`config.mk`:
```
export PLATFORM = sky130hd
export DESIGN_NAME = touch_gesture_classifier
export DESIGN_NICKNAME = d
export VERILOG_FILES = /design/src/hdl/tgc_pkg.sv /design/src/hdl/tgc_state.sv /design/src/hdl/touch_gesture_classifier.sv
export SDC_FILE = /design/constraint.sdc
export NUM_CORES = 1
export LEC_CHECK = 0
export ABC_AREA = 1
export ABC_CLOCK_PERIOD_IN_PS = 11900
export BUFFER_PORTS_ARGS = -buffer_cell sky130_fd_sc_hd__buf_4
export CORE_MARGIN = 3
export CORE_UTILIZATION = 55
export CTS_BUF_LIST = sky130_fd_sc_hd__clkbuf_8
export CTS_CLUSTER_SIZE = 40
export DETAILED_ROUTE_END_ITERATION = 8
export PLACE_DENSITY = 0.79
export SYNTH_ARGS = -nofsm -noshare
export SYNTH_HDL_FRONTEND = slang
export SYNTH_SLANG_ARGS = --single-unit
```
`constraint.sdc`:
```
create_clock -name clk -period 11.9 [get_ports clk]
set_clock_uncertainty 0.2 [all_clocks]
set_input_delay 2.38 -clock clk [delete_from_list [all_inputs] [get_ports clk]]
set_output_delay 2.38 -clock clk [all_outputs]
set_load 0.01 [all_outputs]
```
`src/hdl/tgc_pkg.sv`:
```
package tgc_pkg;

  // gesture codes
  typedef enum logic [3:0] {
    G_INVALID = 4'd0,
    G_SHORT   = 4'd1,
    G_LONG    = 4'd2,
    G_HOLDX   = 4'd3,
    G_HOLDY   = 4'd4,
    G_LEFT    = 4'd5,
    G_RIGHT   = 4'd6,
    G_DOWN    = 4'd7,
    G_UP      = 4'd8,
    G_ORIGX   = 4'd9,
    G_ORIGY   = 4'd10
  } gesture_t;

  // locked slide direction
  typedef enum logic [1:0] {
    DIR_NONE = 2'd0,
    DIR_H    = 2'd1,
    DIR_V    = 2'd2
  } dir_t;

  localparam int CFG_DATA_BITS  = 16;
  localparam int CFG_INDEX_BITS = 3;

  // register indexes
  localparam logic [CFG_INDEX_BITS-1:0] REG_SAME_POINT  = 3'd0;
  localparam logic [CFG_INDEX_BITS-1:0] REG_SHORT_PRESS = 3'd1;
  localparam logic [CFG_INDEX_BITS-1:0] REG_LONG_PRESS  = 3'd2;
  localparam logic [CFG_INDEX_BITS-1:0] REG_QUICK_SLIDE = 3'd3;
  localparam logic [CFG_INDEX_BITS-1:0] REG_SCREEN_W    = 3'd4;
  localparam logic [CFG_INDEX_BITS-1:0] REG_SCREEN_H    = 3'd5;
  localparam logic [CFG_INDEX_BITS-1:0] REG_RELEASE_CNT = 3'd6;

  // reset values
  localparam logic [11:0] RST_SAME_POINT  = 12'd10;
  localparam logic [15:0] RST_SHORT_PRESS = 16'd800;
  localparam logic [15:0] RST_LONG_PRESS  = 16'd2000;
  localparam logic [15:0] RST_QUICK_SLIDE = 16'd300;
  localparam logic [12:0] RST_SCREEN_W    = 13'd480;
  localparam logic [12:0] RST_SCREEN_H    = 13'd480;
  localparam logic [3:0]  RST_RELEASE_CNT = 4'd1;

  localparam logic [4:0] UP_COUNT_MAX = 5'd31;
  localparam logic [1:0] DOWN_COUNT_MAX = 2'd2;

  typedef struct packed {
    logic [11:0] same_point_threshold;
    logic [15:0] short_press_ms;
    logic [15:0] long_press_ms;
    logic [15:0] quick_slide_ms;
    logic [12:0] screen_width;
    logic [12:0] screen_height;
    logic [3:0]  release_up_count;
  } cfg_t;

  typedef struct packed {
    logic     pressed;
    logic     released;
    logic     pressing;
    gesture_t gesture;
  } res_flags_t;

endpackage

```
`src/hdl/tgc_state.sv`:
```
module tgc_state #(
  parameter int COORD_BITS = 12
) (
  input  logic                         clk,
  input  logic                         rst,
  input  logic                         advance,
  input  logic                         is_down,
  input  logic [COORD_BITS-1:0]        sample_x,
  input  logic [COORD_BITS-1:0]        sample_y,
  input  logic [31:0]                  time_ms,
  input  tgc_pkg::cfg_t                cfg,
  output tgc_pkg::res_flags_t          flags,
  output logic signed [COORD_BITS:0]   delta_x,
  output logic signed [COORD_BITS:0]   delta_y,
  output logic [COORD_BITS-1:0]        origin_x,
  output logic [COORD_BITS-1:0]        origin_y
);

  localparam int DW   = COORD_BITS + 1;
  localparam int CMPW = ((COORD_BITS > 12) ? COORD_BITS : 12) + 1;

  logic [1:0]             down_count, down_count_next;
  logic [4:0]             up_count, up_count_next;
  logic [31:0]            start_time, start_time_next;
  logic [COORD_BITS-1:0]  first_x, first_x_next, first_y, first_y_next;
  logic [COORD_BITS-1:0]  min_x, min_x_next, max_x, max_x_next;
  logic [COORD_BITS-1:0]  min_y, min_y_next, max_y, max_y_next;
  tgc_pkg::dir_t          locked_direction, locked_direction_next;
  logic                   long_reported, long_reported_next;
  tgc_pkg::gesture_t      gesture_reg, gesture_reg_next;
  logic signed [DW-1:0]   delta_x_reg, delta_x_reg_next, delta_y_reg, delta_y_reg_next;
  logic                   pressing_reg, pressing_reg_next;
  logic                   pressed, released;

  // release side works on the stored touch
  logic [31:0]            dur_cur;
  logic [COORD_BITS-1:0]  ax_cur, ay_cur;
  logic                   moved_cur;
  // down side works on the updated touch
  logic [31:0]            dur_new;
  logic [COORD_BITS-1:0]  ax_new, ay_new;
  logic                   moved_new;
  tgc_pkg::dir_t          dir_eff;
  logic                   rel_done;

  function automatic logic [COORD_BITS-1:0] mag(input logic signed [DW-1:0] v);
    mag = v[DW-1] ? COORD_BITS'(-v) : COORD_BITS'(v);
  endfunction

  function automatic logic moved(input logic [COORD_BITS-1:0] lo_x,
                                 input logic [COORD_BITS-1:0] hi_x,
                                 input logic [COORD_BITS-1:0] lo_y,
                                 input logic [COORD_BITS-1:0] hi_y,
                                 input logic [11:0] thr);
    moved = (CMPW'(hi_x - lo_x) >= CMPW'(thr)) || (CMPW'(hi_y - lo_y) >= CMPW'(thr));
  endfunction

  assign dur_cur   = time_ms - start_time;
  assign ax_cur    = mag(delta_x_reg);
  assign ay_cur    = mag(delta_y_reg);
  assign moved_cur = moved(min_x, max_x, min_y, max_y, cfg.same_point_threshold);

  always_comb begin
    down_count_next       = down_count;
    up_count_next         = up_count;
    start_time_next       = start_time;
    first_x_next          = first_x;
    first_y_next          = first_y;
    min_x_next            = min_x;
    max_x_next            = max_x;
    min_y_next            = min_y;
    max_y_next            = max_y;
    locked_direction_next = locked_direction;
    long_reported_next    = long_reported;
    gesture_reg_next      = gesture_reg;
    delta_x_reg_next      = delta_x_reg;
    delta_y_reg_next      = delta_y_reg;
    pressing_reg_next     = pressing_reg;
    pressed               = 1'b0;
    released              = 1'b0;
    dur_new               = '0;
    ax_new                = '0;
    ay_new                = '0;
    moved_new             = 1'b0;
    dir_eff               = locked_direction;
    rel_done              = 1'b0;

    if (is_down) begin
      up_count_next = '0;
      if (down_count != tgc_pkg::DOWN_COUNT_MAX) begin
        down_count_next = down_count + 2'd1;
      end
      if (down_count == 2'd0) begin
        // first sample of a touch
        long_reported_next    = 1'b0;
        pressed               = 1'b1;
        pressing_reg_next     = 1'b1;
        start_time_next       = time_ms;
        first_x_next          = sample_x;
        min_x_next            = sample_x;
        max_x_next            = sample_x;
        first_y_next          = sample_y;
        min_y_next            = sample_y;
        max_y_next            = sample_y;
        gesture_reg_next      = tgc_pkg::G_INVALID;
        locked_direction_next = tgc_pkg::DIR_NONE;
      end else begin
        if (sample_x < min_x) min_x_next = sample_x;
        if (sample_x > max_x) max_x_next = sample_x;
        if (sample_y < min_y) min_y_next = sample_y;
        if (sample_y > max_y) max_y_next = sample_y;
      end
      delta_x_reg_next = $signed({1'b0, sample_x}) - $signed({1'b0, first_x_next});
      delta_y_reg_next = $signed({1'b0, sample_y}) - $signed({1'b0, first_y_next});

      dur_new   = time_ms - start_time_next;
      ax_new    = mag(delta_x_reg_next);
      ay_new    = mag(delta_y_reg_next);
      moved_new = moved(min_x_next, max_x_next, min_y_next, max_y_next,
                        cfg.same_point_threshold);

      if (moved_new) begin
        // first move locks the direction
        if (locked_direction_next == tgc_pkg::DIR_NONE) begin
          dir_eff = (ax_new >= ay_new) ? tgc_pkg::DIR_H : tgc_pkg::DIR_V;
        end else begin
          dir_eff = locked_direction_next;
        end
        locked_direction_next = dir_eff;
        gesture_reg_next = (dir_eff == tgc_pkg::DIR_H) ? tgc_pkg::G_HOLDX : tgc_pkg::G_HOLDY;
      end else if (dur_new > 32'(cfg.long_press_ms) && !long_reported_next) begin
        long_reported_next = 1'b1;
        gesture_reg_next   = tgc_pkg::G_LONG;
      end
    end else begin
      if (up_count != tgc_pkg::UP_COUNT_MAX) begin
        up_count_next = up_count + 5'd1;
      end
      if (down_count == 2'd0) begin
        gesture_reg_next = tgc_pkg::G_INVALID;
      end
      if (up_count_next == {1'b0, cfg.release_up_count} && down_count != 2'd0) begin
        released          = 1'b1;
        pressing_reg_next = 1'b0;
        down_count_next   = '0;
        if (!moved_cur && dur_cur <= 32'(cfg.short_press_ms)) begin
          gesture_reg_next = tgc_pkg::G_SHORT;
          rel_done         = 1'b1;
        end else if (dur_cur < 32'(cfg.quick_slide_ms)) begin
          if (ax_cur >= ay_cur) begin
            if (delta_x_reg < 0) begin
              gesture_reg_next = tgc_pkg::G_LEFT;
              rel_done         = 1'b1;
            end else if (delta_x_reg > 0) begin
              gesture_reg_next = tgc_pkg::G_RIGHT;
              rel_done         = 1'b1;
            end
          end else begin
            if (delta_y_reg > 0) begin
              gesture_reg_next = tgc_pkg::G_DOWN;
              rel_done         = 1'b1;
            end else if (delta_y_reg < 0) begin
              gesture_reg_next = tgc_pkg::G_UP;
              rel_done         = 1'b1;
            end
          end
        end
        // slow slide: far enough or back to origin
        if (!rel_done) begin
          if (gesture_reg == tgc_pkg::G_HOLDX) begin
            if (CMPW'(ax_cur) > CMPW'(cfg.screen_width[12:1])) begin
              gesture_reg_next = (delta_x_reg < 0) ? tgc_pkg::G_LEFT : tgc_pkg::G_RIGHT;
            end else begin
              gesture_reg_next = tgc_pkg::G_ORIGX;
            end
          end else if (gesture_reg == tgc_pkg::G_HOLDY) begin
            if (CMPW'(ay_cur) > CMPW'(cfg.screen_height[12:1])) begin
              gesture_reg_next = (delta_y_reg > 0) ? tgc_pkg::G_DOWN : tgc_pkg::G_UP;
            end else begin
              gesture_reg_next = tgc_pkg::G_ORIGY;
            end
          end
        end
      end
    end
  end

  always_ff @(posedge clk) begin
    if (rst) begin
      down_count       <= '0;
      up_count         <= '0;
      start_time       <= '0;
      first_x          <= '0;
      first_y          <= '0;
      min_x            <= '0;
      max_x            <= '0;
      min_y            <= '0;
      max_y            <= '0;
      locked_direction <= tgc_pkg::DIR_NONE;
      long_reported    <= 1'b0;
      gesture_reg      <= tgc_pkg::G_INVALID;
      delta_x_reg      <= '0;
      delta_y_reg      <= '0;
      pressing_reg     <= 1'b0;
    end else if (advance) begin
      down_count       <= down_count_next;
      up_count         <= up_count_next;
      start_time       <= start_time_next;
      first_x          <= first_x_next;
      first_y          <= first_y_next;
      min_x            <= min_x_next;
      max_x            <= max_x_next;
      min_y            <= min_y_next;
      max_y            <= max_y_next;
      locked_direction <= locked_direction_next;
      long_reported    <= long_reported_next;
      gesture_reg      <= gesture_reg_next;
      delta_x_reg      <= delta_x_reg_next;
      delta_y_reg      <= delta_y_reg_next;
      pressing_reg     <= pressing_reg_next;
    end
  end

  assign flags.pressed  = pressed;
  assign flags.released = released;
  assign flags.pressing = pressing_reg_next;
  assign flags.gesture  = gesture_reg_next;
  assign delta_x        = delta_x_reg_next;
  assign delta_y        = delta_y_reg_next;
  assign origin_x       = first_x_next;
  assign origin_y       = first_y_next;

endmodule

```
`src/hdl/touch_gesture_classifier.sv`:
```
// Channel  Handshake           Payload
// -------  ------------------  ----------------------------------------------------
// in       in_valid/in_ready   is_down, sample_x, sample_y, time_ms
// out      out_valid/out_ready pressed_pulse, released_pulse, pressing, gesture,
//                              delta_x, delta_y, origin_x, origin_y
// cfg      cfg_write           cfg_index, cfg_data (write only, no wait)
//
// One result item per sample item, one item per cycle sustained while out_ready is high.
// The sample lands in the input register, then the classifier logic and
// touch state update feed the result register.
// A held result keeps any sample in the input register; an empty input register
// takes one more sample, then in_ready drops until out_ready returns.
// rst is synchronous: touch state cleared, config back to defaults, both stages empty.
module touch_gesture_classifier #(
  parameter int COORD_BITS = 12
) (
  input  logic                                   clk,
  input  logic                                   rst,
  // sample channel
  input  logic                                   in_valid,
  output logic                                   in_ready,
  input  logic                                   is_down,
  input  logic [COORD_BITS-1:0]                  sample_x,
  input  logic [COORD_BITS-1:0]                  sample_y,
  input  logic [31:0]                            time_ms,
  // result channel
  output logic                                   out_valid,
  input  logic                                   out_ready,
  output logic                                   pressed_pulse,
  output logic                                   released_pulse,
  output logic                                   pressing,
  output logic [3:0]                             gesture,
  output logic signed [COORD_BITS:0]             delta_x,
  output logic signed [COORD_BITS:0]             delta_y,
  output logic [COORD_BITS-1:0]                  origin_x,
  output logic [COORD_BITS-1:0]                  origin_y,
  // config port
  input  logic                                   cfg_write,
  input  logic [tgc_pkg::CFG_INDEX_BITS-1:0]     cfg_index,
  input  logic [tgc_pkg::CFG_DATA_BITS-1:0]      cfg_data
);

  tgc_pkg::cfg_t cfg;

  // input stage
  logic                  s1_valid;
  logic                  s1_down;
  logic [COORD_BITS-1:0] s1_x, s1_y;
  logic [31:0]           s1_t;
  logic                  advance;

  // classifier result for the sample in the input stage
  tgc_pkg::res_flags_t          res_flags;
  logic signed [COORD_BITS:0]   res_dx, res_dy;
  logic [COORD_BITS-1:0]        res_ox, res_oy;

  // result register
  tgc_pkg::res_flags_t out_flags;

  // sample moves on when the result register is empty or being drained
  assign advance  = s1_valid && (!out_valid || out_ready);
  assign in_ready = !s1_valid || advance;

  always_ff @(posedge clk) begin
    if (rst) begin
      cfg.same_point_threshold <= tgc_pkg::RST_SAME_POINT;
      cfg.short_press_ms       <= tgc_pkg::RST_SHORT_PRESS;
      cfg.long_press_ms        <= tgc_pkg::RST_LONG_PRESS;
      cfg.quick_slide_ms       <= tgc_pkg::RST_QUICK_SLIDE;
      cfg.screen_width         <= tgc_pkg::RST_SCREEN_W;
      cfg.screen_height        <= tgc_pkg::RST_SCREEN_H;
      cfg.release_up_count     <= tgc_pkg::RST_RELEASE_CNT;
    end else if (cfg_write) begin
      case (cfg_index)
        tgc_pkg::REG_SAME_POINT:  cfg.same_point_threshold <= cfg_data[11:0];
        tgc_pkg::REG_SHORT_PRESS: cfg.short_press_ms       <= cfg_data;
        tgc_pkg::REG_LONG_PRESS:  cfg.long_press_ms        <= cfg_data;
        tgc_pkg::REG_QUICK_SLIDE: cfg.quick_slide_ms       <= cfg_data;
        tgc_pkg::REG_SCREEN_W:    cfg.screen_width         <= cfg_data[12:0];
        tgc_pkg::REG_SCREEN_H:    cfg.screen_height        <= cfg_data[12:0];
        tgc_pkg::REG_RELEASE_CNT: cfg.release_up_count     <= cfg_data[3:0];
        default: ;
      endcase
    end
  end

  always_ff @(posedge clk) begin
    if (rst) begin
      s1_valid <= 1'b0;
    end else if (in_valid && in_ready) begin
      s1_valid <= 1'b1;
    end else if (advance) begin
      s1_valid <= 1'b0;
    end
  end

  always_ff @(posedge clk) begin
    if (in_valid && in_ready) begin
      s1_down <= is_down;
      s1_x    <= sample_x;
      s1_y    <= sample_y;
      s1_t    <= time_ms;
    end
  end

  tgc_state #(
    .COORD_BITS(COORD_BITS)
  ) u_state (
    .clk      (clk),
    .rst      (rst),
    .advance  (advance),
    .is_down  (s1_down),
    .sample_x (s1_x),
    .sample_y (s1_y),
    .time_ms  (s1_t),
    .cfg      (cfg),
    .flags    (res_flags),
    .delta_x  (res_dx),
    .delta_y  (res_dy),
    .origin_x (res_ox),
    .origin_y (res_oy)
  );

  always_ff @(posedge clk) begin
    if (rst) begin
      out_valid <= 1'b0;
    end else if (advance) begin
      out_valid <= 1'b1;
    end else if (out_ready) begin
      out_valid <= 1'b0;
    end
  end

  always_ff @(posedge clk) begin
    if (advance) begin
      out_flags <= res_flags;
      delta_x   <= res_dx;
      delta_y   <= res_dy;
      origin_x  <= res_ox;
      origin_y  <= res_oy;
    end
  end

  assign pressed_pulse  = out_flags.pressed;
  assign released_pulse = out_flags.released;
  assign pressing       = out_flags.pressing;
  assign gesture        = out_flags.gesture;

  // a touch cannot start and end on the same sample
  a_pulses_exclusive: assert property (@(posedge clk) disable iff (rst)
    out_valid |-> !(pressed_pulse && released_pulse))
    else $error("pressed and released pulses together");

  // pulses agree with the pressing level
  a_pulse_level: assert property (@(posedge clk) disable iff (rst)
    out_valid |-> (!pressed_pulse || pressing) && (!released_pulse || !pressing))
    else $error("pulse disagrees with pressing level");

  // a release always resolves a hold gesture
  a_release_no_hold: assert property (@(posedge clk) disable iff (rst)
    (out_valid && released_pulse) |->
      (gesture != tgc_pkg::G_HOLDX) && (gesture != tgc_pkg::G_HOLDY))
    else $error("hold gesture left after release");

  // the input stage only stalls behind a held result
  a_stall_cause: assert property (@(posedge clk) disable iff (rst)
    (s1_valid && !in_ready) |-> (out_valid && !out_ready))
    else $error("input stage stalled without output backpressure");

endmodule
```
==> results.py <==
metrics = {
    "power_and_ir_drop": {
        "p_sw_frac": 0.393,
        "intPower_mw": 2.56,
        "comb_power_share": 0.399,
        "power_density_nw_per_um2": 143,
        "peakVddDrop_uv": 114,
        "switching_power_mw": 1.66,
        "clock_power_share": 0.281,
        "p_leak_nw": 14.3,
        "p_seq_frac": 0.319,
    },
    "layout": {
        "utilization": 0.625,
        "layout_common_cells": "767 x nand2_1, 615 x inv_1, 348 x o21ai_0",
        "regMostFlops": "cfg",
        "syn2layout_area_growth_pct": 11.0,
        "final_cells": 4475,
        "layout-drive-gt1-share": 0.0796,
        "top_regs": "cfg x88, s1_t x32, u_state.start_time x32",
        "layout_commonest_cell": "nand2_1",
        "largest_reg_flops": 88,
        "nets": 4237,
        "nFillCells": 4232,
    },
    "logic_synthesis": {
        "postSynthCellCount": 3686,
        "syn_area_sq_um": 26500,
        "synthFlopType": "dfxtp_1",
        "ys_seq_elements": 349,
        "synthDistinctLibCells": 55,
        "async_flop_share": 0,
        "seq_area_frac_synth": 0.307,
        "synth_warnings": 0,
        "syn_avg_cell_area_sq_um": 7.19,
        "synth_edf_count": 114,
        "syn_nets": 4107,
    },
    "global_routing": {
        "grt_max_degree": 106,
        "grt_use_total": 0.289,
        "use_met3": 0.0486,
        "grt_antenna_before_repair": 2,
        "grt_use_met1": 0.395,
        "grt_pass1_vias": 22900,
        "grt-ovfl-total": 0,
        "top_usage_layer": "met2",
        "met2_usage": 0.458,
        "grt_pass1_wl_mm": 118,
    },
    "sta": {
        "relSlewSlack": 0.284,
        "period_share": 0.556,
        "fmax_mhz": 151,
        "worst-slew-pin-transition_ns": 1.06,
        "finalSetupViolations": 0,
        "worst_slack_ns": 5.28,
        "slew_viol_final": 0,
        "fin_setup_tns_ns": 0,
        "hold_violations": 0,
        "min_period_ns": 6.62,
        "rsz0062_at_grt": "false",
    },
    "floorplanning": {
        "die_h_um": 226,
        "die_area_sq_um": 50900,
        "rows": 79,
        "die_x_um": 226,
        "design.core.area_sq_um": 47100,
        "start_util": 0.563,
        "ios": 140,
    },
    "drt": {
        "wl_mm": 75.3,
        "num_vias": 25200,
        "drc_errors": 0,
        "ant_nets": 0,
        "routedWlPerCell_um": 16.8,
        "drt_iter0_drc": 2271,
        "vias_per_cell": 5.63,
        "first_pass_iters": 6,
    },
    "worst_setup_path": {
        "path_common_cell": "nand2_1",
        "timing.rr.end": "gesture[0]$_DFFE_PP_",
        "cp_slowest_cell": "nand2_1",
        "r2r_cells": 38,
        "end_kind": "flip-flop",
        "max_stage_delay_ns": 0.53,
        "crit_arrival_ns": 6.90,
        "rrSetupSlack_ns": 5.28,
        "r2r_start": "s1_y[1]$_DFFE_PP_",
        "cp.buffers_inverters": 3,
        "cp.required_ns": 12.18,
        "worstSetupStartpointType": "flip-flop",
        "worstSetupPathType": "reg2reg",
        "path_delay_family": "simple AND/OR/NAND/NOR gates",
        "crit_fanout": 24,
    },
    "run_status": {
        "status": "finished, final reports clean",
    },
    "clocking": {
        "cts_inserted_buffers": 60,
        "cts_root_buffer": "clkbuf_8",
        "h-tree-depth": 2,
        "cts.clk_slew.worst_paths_ns": 0.07,
        "clockBufferDepth": 3,
        "post_cts_buffers": 0,
        "cts_hold_buffers": 0,
        "tritoncts_num_sinks": 349,
        "clkLatencyLatePin_ns": 0.71,
        "cts_tree": "built",
        "cts-resized-gates": 0,
    },
    "placement": {
        "place_congestion": 0.962,
        "portBuffers": 139,
        "dp_cells": 4361,
        "dp_hpwl_mm": 58.3,
        "pre_cts_slack_ns": 5.40,
    },
    "min_path": {
        "min_path_cells": 2,
        "hold_end": "cfg[28]$_SDFFE_PP0P_",
        "hold_class": "reg2reg",
        "worstHoldStart": "cfg[28]$_SDFFE_PP0P_",
    },
    "flow_run": {
        "maxCapViolCount": 0,
    },
}
power by group through the flow:
stage	combinational [mW]	clock (mW)	sequential (mW)
after floorplan	1.20	0	1.37
after global placement	1.61	0	1.37
after detailed placement	1.64	0	1.37
after CTS	1.66	1.20	1.35
after global routing	1.89	1.26	1.35
final	1.69	1.19	1.35
synth_stat cells (7+ instances only):
cell type | count | area share
nand2_1 | 769 | 0.11
inv_1 | 606 | 0.086
o21ai_0 | 350 | 0.066
ha_1 | 332 | 0.16
a21oi_1 | 297 | 0.056
nor2_1 | 251 | 0.036
dfxtp_1 | 235 | 0.18
xor2_1 | 117 | 0.039
edfxtp_1 | 114 | 0.13
nand3_1 | 113 | 0.021
o22ai_1 | 85 | 0.020
clkbuf_1 | 83 | 0.012
nand4_1 | 53 | 0.013
o211ai_1 | 40 | 0.011
nor3_1 | 28 | 0.0053
xnor2_1 | 24 | 0.0079
o21bai_1 | 19 | 0.0054
a21o_1 | 17 | 0.0048
nand2_2 | 15 | 0.0035
nand3b_1 | 13 | 0.0037
and2_1 | 11 | 0.0026
nor4_1 | 10 | 0.0024
o21a_1 | 9 | 0.0025
fa_1 | 8 | 0.0060
inv_2 | 8 | 0.0011
a211oi_1 | 7 | 0.0020
o221ai_1 | 7 | 0.0023
cell type report:
type                       count  area [sq um]  share of cell area
clock buffer                  69           950              0.0323
multi-input combinational   2633         15700               0.535
sequential                   349          8130               0.276
tap                          607           759              0.0258
inverter                     616          2320              0.0787
timing repair buffer         156          1170              0.0398
clock inverter                44           349              0.0119
antenna                        1          2.50           0.0000851
worst max-delay path by stage:
stage | end | depth (start not counted) | start | slack [ns]
floorplan | gesture[0]$_DFFE_PP_ | 42 | u_state.down_count[0]$_SDFFE_PP0P_ | 6.16
global placement | gesture[0]$_DFFE_PP_ | 38 | s1_y[1]$_DFFE_PP_ | 5.48
CTS | gesture[0]$_DFFE_PP_ | 38 | s1_y[1]$_DFFE_PP_ | 5.38
global route | gesture[0]$_DFFE_PP_ | 38 | s1_y[1]$_DFFE_PP_ | 4.69
detailed placement | gesture[0]$_DFFE_PP_ | 38 | s1_y[1]$_DFFE_PP_ | 5.40
finish | gesture[0]$_DFFE_PP_ | 38 | s1_y[1]$_DFFE_PP_ | 5.28
cell families after synthesis:
kind of cell | after synthesis | synth area share
flip-flops | 349 | 0.307
AO/OA/AOI/OAI | 860 | 0.179
multiplexers | 2 | 0.000802
AND/OR/NAND/NOR | 1290 | 0.205
buffers and inverters | 704 | 0.0998
XOR/XNOR | 141 | 0.0466
adder cells (fa/ha/maj) | 340 | 0.163
layer usage:
metal,routed length (um),up-vias
li1,-,12500
met1,33400,11500
met2,33000,981
met3,5980,187
met4,2960,0
met5,0,-
metrics by stage:
step | area (sq um) | hold slack, ns | power [mW]
2_1_floorplan | 26500 | 0.235 | 2.57
3_3_place_gp | 28100 | 0.248 | 2.98
3_5_place_dp | 28100 | 0.254 | 3.02
4_1_cts | 29400 | 0.263 | 4.21
5_1_grt | 29400 | 0.282 | 4.50
6_report | 29400 | 0.260 | 4.22
tightest hold or removal path, stage by stage (launching register included):
cell,delay (ns)
dfxtp_1,0.30
inv_1,0.06
a21oi_1,0.06
Power figures use the tool's default switching activity.
